File: config.mk
export PLATFORM = sky130hd
export DESIGN_NAME = ccs_div
export DESIGN_NICKNAME = d
export VERILOG_FILES = /design/src/rtl/ccs_pkg.sv /design/src/rtl/ccs_div.sv
export SDC_FILE = /design/constraint.sdc
export NUM_CORES = 1
export LEC_CHECK = 0
export ABC_CLOCK_PERIOD_IN_PS = 5400
export BUFFER_PORTS_ARGS = -buffer_cell sky130_fd_sc_hd__buf_2
export CAP_MARGIN = 20
export CORE_MARGIN = 3
export CORE_UTILIZATION = 54
export DETAILED_ROUTE_END_ITERATION = 8
export PLACE_DENSITY = 0.7
export SLEW_MARGIN = 0
export SYNTH_ARGS = -nofsm -noshare
export SYNTH_HDL_FRONTEND = slang
export SYNTH_SLANG_ARGS = --single-unit
File: constraint.sdc
create_clock -name clk -period 5.4 [get_ports clk]
set_input_delay 0.54 -clock clk [delete_from_list [all_inputs] [get_ports clk]]
set_output_delay 0.54 -clock clk [all_outputs]
set_load 0.02 [all_outputs]
File: src/rtl/ccs_pkg.sv
`timescale 1ns / 1ps
package ccs_pkg;

	localparam int COORD_W = 19;
	localparam int IDX_W   = 10;
	localparam int MAG_W   = 18;
	localparam int DEN_W   = 19;

	typedef logic [1:0] sign_t;
	localparam sign_t SG_NEG  = 2'd0;
	localparam sign_t SG_ZERO = 2'd1;
	localparam sign_t SG_POS  = 2'd2;

	// segment kinds per triangle (a, b corners, c centre, X = crossing)
	typedef logic [3:0] seg_case_t;
	localparam seg_case_t CASE_NONE    = 4'd0;
	localparam seg_case_t CASE_AC      = 4'd1;
	localparam seg_case_t CASE_CB      = 4'd2;
	localparam seg_case_t CASE_BA      = 4'd3;
	localparam seg_case_t CASE_A_XCB   = 4'd4;
	localparam seg_case_t CASE_C_XBA   = 4'd5;
	localparam seg_case_t CASE_B_XCB   = 4'd6;
	localparam seg_case_t CASE_XAC_XCB = 4'd7;
	localparam seg_case_t CASE_XCB_XBA = 4'd8;
	localparam seg_case_t CASE_XBA_XAC = 4'd9;

	localparam seg_case_t CASE_TABLE [0:31] = '{
		CASE_NONE, CASE_NONE, CASE_XCB_XBA,
		CASE_NONE, CASE_CB, CASE_C_XBA,
		CASE_XAC_XCB, CASE_B_XCB, CASE_XBA_XAC,
		CASE_NONE, CASE_BA, CASE_A_XCB,
		CASE_AC, CASE_BA, CASE_AC,
		CASE_A_XCB, CASE_BA, CASE_NONE,
		CASE_XBA_XAC, CASE_B_XCB, CASE_XAC_XCB,
		CASE_C_XBA, CASE_CB, CASE_NONE,
		CASE_XCB_XBA, CASE_NONE, CASE_NONE,
		CASE_NONE, CASE_NONE, CASE_NONE, CASE_NONE, CASE_NONE
	};

	typedef struct packed {
		logic [IDX_W-1:0] col;
		logic [IDX_W-1:0] row;
		seg_case_t [3:0]  cases;
	} cell_side_t;

	typedef struct packed {
		logic [COORD_W-1:0] sx;
		logic [COORD_W-1:0] sy;
		logic [COORD_W-1:0] ex;
		logic [COORD_W-1:0] ey;
	} seg_t;

	function automatic seg_case_t case_of(sign_t sa, sign_t sc, sign_t sb);
		logic [4:0] idx;
		idx = 5'(sa) * 5'd9 + 5'(sc) * 5'd3 + 5'(sb);
		return CASE_TABLE[idx];
	endfunction

endpackage

File: src/rtl/ccs_div.sv
`timescale 1ns / 1ps
// restoring fraction divider, one quotient bit per stage, num < den
module ccs_div #(
	parameter int STEPS = 9
) (
	input  logic                       clk,
	input  logic [ccs_pkg::MAG_W-1:0]  num,
	input  logic [ccs_pkg::DEN_W-1:0]  den,
	output logic [STEPS-1:0]           quo,
	output logic                       rem_nz
);
	localparam int RW = ccs_pkg::DEN_W + 1;

	logic [RW-1:0]               rem_s [0:STEPS];
	logic [ccs_pkg::DEN_W-1:0]   den_s [0:STEPS];
	logic [STEPS-1:0]            quo_s [0:STEPS];

	assign rem_s[0] = RW'(num);
	assign den_s[0] = den;
	assign quo_s[0] = '0;

	for (genvar k = 0; k < STEPS; k++) begin : g_step
		logic [RW:0] dbl;
		logic        ge;
		assign dbl = {rem_s[k], 1'b0};
		assign ge  = dbl >= (RW + 1)'(den_s[k]);
		always_ff @(posedge clk) begin
			rem_s[k+1] <= ge ? RW'(dbl - (RW + 1)'(den_s[k])) : RW'(dbl);
			den_s[k+1] <= den_s[k];
			quo_s[k+1] <= {quo_s[k][STEPS-2:0], ge};
		end
	end

	assign quo    = quo_s[STEPS];
	assign rem_nz = rem_s[STEPS] != '0;

endmodule

[Word level (Yosys, flattened, before mapping)]
Index checks and enable logic that the tools add are counted.
Operators by class
  add/sub/neg operators: 9
  magnitude comparators: 9
  mux-type cells: 9
  reduce and logical (&&, ||, !) cells: 1
Operators by type and width (number)
  >= comparator 21 x 19 -> 1 bit: 8
  2-to-1 mux 20 bit: 8
  subtractor 20 x 19 -> 20 bit: 8
  nonzero test 20 bit: 1
  subtractor 19 x 19 -> 20 bit: 1
  >= comparator 19 bit: 1
  2-to-1 mux 19 bit: 1
Word-level totals
  register bits: 377
  output and inout bits: 10

[Logic depth before layout (Yosys ltp)]
  word-level depth: 2
  mapped depth: 13
  depth with buffers taken out: 12

[Worst setup path after synthesis]
Ideal clock, no wire load.
  kind: input -> register
  from: input den[11] (netlist name)
  to: register rem_s, in the netlist g_step[1].dbl[18]
  setup time: 0.121 ns
  data arrival time: 2.680 ns
  required time: 5.279 ns
  slack: 2.599 ns
  stages: 11
  cell sequence: inv_1 > ha_1 > buf_6 > a21o_1 > a311o_1 > a2111oi_2 > nor3_1 > a211oi_1 > a21oi_1 > xor2_1 > mux2_2
On the way
  longest elaborated chain between the ends: 2
  elaborated cells between the ends (all ways): 3
  those cells by class: 1 x add/sub; 1 x order compare; 1 x mux
RTL lines
  start: declaration: RTL line ccs_div.sv:8  | input logic [ccs_pkg::DEN_W-1:0] den,
  subtractor 19 x 19 -> 20 bit or >= comparator 19 bit (tied branches): RTL line ccs_div.sv:28, ccs_div.sv:26
  2-to-1 mux 19 bit (*): RTL line ccs_div.sv:28  | rem_s[k+1] <= ge ? RW'(dbl - (RW + 1)'(den_s[k])) : RW'(dbl);
  end signal: indexed assignment: RTL line ccs_div.sv:28
  end: declaration: RTL line ccs_div.sv:14  | logic [RW-1:0] rem_s [0:STEPS];
Mark *: on every way between the ends. The rest lies on a longest branch, timed or not.
A chain may end at the register's enable or synchronous reset.

[Worst setup path after layout]
  from: register den_s[82] (netlist name)
  to: register rem_s, in the netlist g_step[6].dbl[5]
On the way
  longest elaborated chain between the ends: 2
RTL lines
  start: declaration: RTL line ccs_div.sv:15  | logic [ccs_pkg::DEN_W-1:0] den_s [0:STEPS];
  start signal: indexed assignment: RTL line ccs_div.sv:29  | den_s[k+1] <= den_s[k];
  >= comparator 21 x 19 -> 1 bit: RTL line ccs_div.sv:26  | assign ge = dbl >= (RW + 1)'(den_s[k]);
  2-to-1 mux 20 bit: RTL line ccs_div.sv:28
No other way between the ends.

==> impl_results.md <==
* Max-Cap Viols at 0
* P_leak at ~0.0094 µW
* Num Clock Sinks at around 380
* H-tree Lvls at 2
* Fin Setup TNS at 0 ns
* Rows at 66
* Worst-path clk slew at 0.06 ns
* Die ar. at about 0.036 mm²
* DRC violations left at 0
* PostCTS Resize Cnt at 0
* Slew HR at 0.285
* Antenna violations before repair at 0
* DPL Wire Length at roughly 32000 µm
* R2R Path End: g_step[6].dbl[5]
* Gate power share at 0.483
* Fmax at between 200 and 300 MHz
* Core area at roughly 0.033 mm²
* Worst Hold Class: primary input to flip-flop
* WL final at approximately 40000 µm
* Share of cells above drive strength 1 at 0.117
* Startpoint Class: flip-flop
* Hold endpoint: den_s[160]
* WL/cell at between 15 and 20 µm
* Routed vias at approximately 14k
* Synth Flop Type: dfxtp_1
* P&R area growth vs syn at 11.1%
* Status: finished clean
* CP endpoint kind: flip-flop
* Ports at 48
* P_int at about 8500 µW
* Period utilization at 0.633
* # Post-CTS Setup Buffers at 0
* Die span in y at ~190 µm
* DP Cell Count at 2417
* Vias per inst at about 5.5
* Unrepaired setup endpoints after global routing: no
* Reg2Reg Setup Slack at 1.98 ns
* Clk Latency, worst-skew pair at 0.53 ns
* Starting Density at 0.557
* Post-Syn Area at 0.0184 mm²
* Hold Path Origin: den[8]
* Worst path required time at between 5 and 6 ns
* WP data arrival at between 3 and 4 ns
* Commonest non-fill, non-tap cell in the layout: dfxtp_1
* TritonCTS buffer count at 40
* Reg2reg path depth at 9
* Async set or reset register ratio after synthesis at 0
* Post-synth EDFFs at 0
* Final Max Slew Viols at 0
* Clock power share at 0.204
* Worst r2r src: den_s[82]
* Switching part of the total at 0.374
* Sequential area share after synthesis at 0.410
* Avg Cell Area, Syn at around 9.4 µm²
* Post-CTS Hold Buffers at 0
* Final ANT Viol Nets at 0
* Syn Inst Count at just under 2k
* Mapped Nets at 2179
* CTS tree: yes
* Crit path time final at ~3.4 ns
* Yosys Warn Count at 0
* Max VDD drop at ~0.32 mV
* Worst hold path depth at 1
* Largest net degree at the start of global routing at 39
* Crit-path max FO at 20
* Cell taking the most area after synthesis: dfxtp_1
* Seq pwr share at 0.313
* GRT Residual Overflow at 0
* Clock root buffer: clkbuf_16
* Power density cells at around 660 mW/mm²
* FF+latch count, synth at roughly 380
* NetSw at 5060 µW
* First-pass iteration count of the detailed router at 5
* Critical path class: flip-flop to flip-flop
* All-Layer GR Usage at 0.225
* Top post-synthesis cells by area: dfxtp_1 41%, ha_1 12%, mux2_2 4.9%
* Initial DRC Count at roughly 740
* Final Non-Filler Cells at ~2.5k
* Max Root-Sink Buffers at 3
* Final hold slack at about 0.13 ns
* Die W at ~190 µm
* Tightest Pin Transition at 1.07 ns
* First-pass GRT wire length at about 67000 µm
* RD Place Congestion at 0.897
* Cell variety after synth at between 70 and 80
* Final Hold Vio Count at 0
* Final Skew at approximately 0.023 ns
* Pre-CTS WS at between 1.5 and 2 ns
* Total Nets Final at between 2k and 2.5k
* Vias in the first global route at between 10k and 15k
* Slack of the critical path at about 2 ns
* Setup Viol. Count Final at 0
* Port-buffer cells at 47
* Yosys top cell area share at 0.410
* N_diodes at 0
* Most frequent cells in the layout: 377 x dfxtp_1, 214 x inv_1, 171 x ha_1
==> metal layers <==
| metal | track usage | vias up | share of wire |
|---|---|---|---|
| li1 | - | 6922 | - |
| met1 | 0.246 | 6364 | 0.40 |
| met2 | 0.434 | 288 | 0.52 |
| met3 | 0.0281 | 117 | 0.032 |
| met4 | 0.0979 | 0 | 0.045 |
| met5 | 0 | - | 0 |
==> power by group through the flow <==
stage / Sequential [µW] / Combinational (µW) / Clock [µW]
floorplan: 4050 / 5270 / 0
global placement: 4270 / 6240 / 0
detailed placement: 4270 / 6410 / 0
CTS: 4230 / 6470 / 2830
global route: 4310 / 7290 / 2950
finish: 4230 / 6530 / 2760
==> Yosys cell counts, types with 12 or more instances <==
library cell and n:
o211ai_1 16, nand2_1 121, nand2b_1 27, o21a_1 21, nor2b_1 27, or3_1 12
a21oi_1 111, o21ai_0 128, mux2_2 80, a31oi_1 21, xnor2_1 88, a21o_1 56
dfxtp_1 377, xor2_1 57, nand4_1 22, nor2_1 120, nor3_1 29, buf_2 13
o21bai_1 18, inv_1 214, clkbuf_1 13, nand3_1 36, ha_1 171
==> through the flow <==
step / util / total power, µW / area [µm²]
2_1_floorplan: - / 9310 / 18400
3_3_place_gp: 0.575 / 10500 / 19000
3_5_place_dp: 0.576 / 10700 / 19000
4_1_cts: 0.617 / 13500 / 20400
5_1_grt: 0.618 / 14500 / 20400
6_report: 0.618 / 13500 / 20400
==> state kept, by name, summed over array words and instances, names as in the netlist <==
register    cells
g_step.dbl    160
rem_s          20
quo_s          36
quo             9
den_s         152
==> layout make-up <==
class,count,area [µm²]
Sequential cell,377,7550
Timing Repair Buffer,55,323
Fill cell,2787,12600
Multi-Input combinational cell,1330,9830
Clock inverter,19,188
Tap cell,442,553
Clock buffer,54,1170
Inverter,215,807
==> how the worst max path moves through the flow <==
stage,cells past startpoint,to,from
after global placement,8,g_step[7].dbl[4],den_s[75]
after CTS,10,g_step[3].dbl[15],den_s[134]
final,9,g_step[6].dbl[5],den_s[82]
after floorplan,11,g_step[1].dbl[18],den[11]
after global routing,9,g_step[6].dbl[5],den_s[82]
after detailed placement,10,g_step[3].dbl[15],den_s[134]
==> logic make-up after synthesis <==
| logic type | after synthesis | synth area share |
|---|---|---|
| adders and majority gates | 180 | 0.126 |
| muxes | 92 | 0.0572 |
| and+or+nand+nor | 438 | 0.114 |
| DFF | 377 | 0.410 |
| buffers and inverters | 254 | 0.0560 |
| xor gates and xnor gates | 145 | 0.0690 |
| AOI/OAI and AO/OA | 475 | 0.167 |
==> worst max-delay path, stage by stage, from the launching register on <==
cell      delay [ns]
dfxtp_1         0.33
inv_1           0.04
ha_1            0.35
a21o_1          0.21
a211o_1         0.30
o31a_1          0.37
a211oi_2        0.28
o31a_2          0.29
and2_1          0.72
mux2_2          0.42
Power figures use the tool's default switching activity.
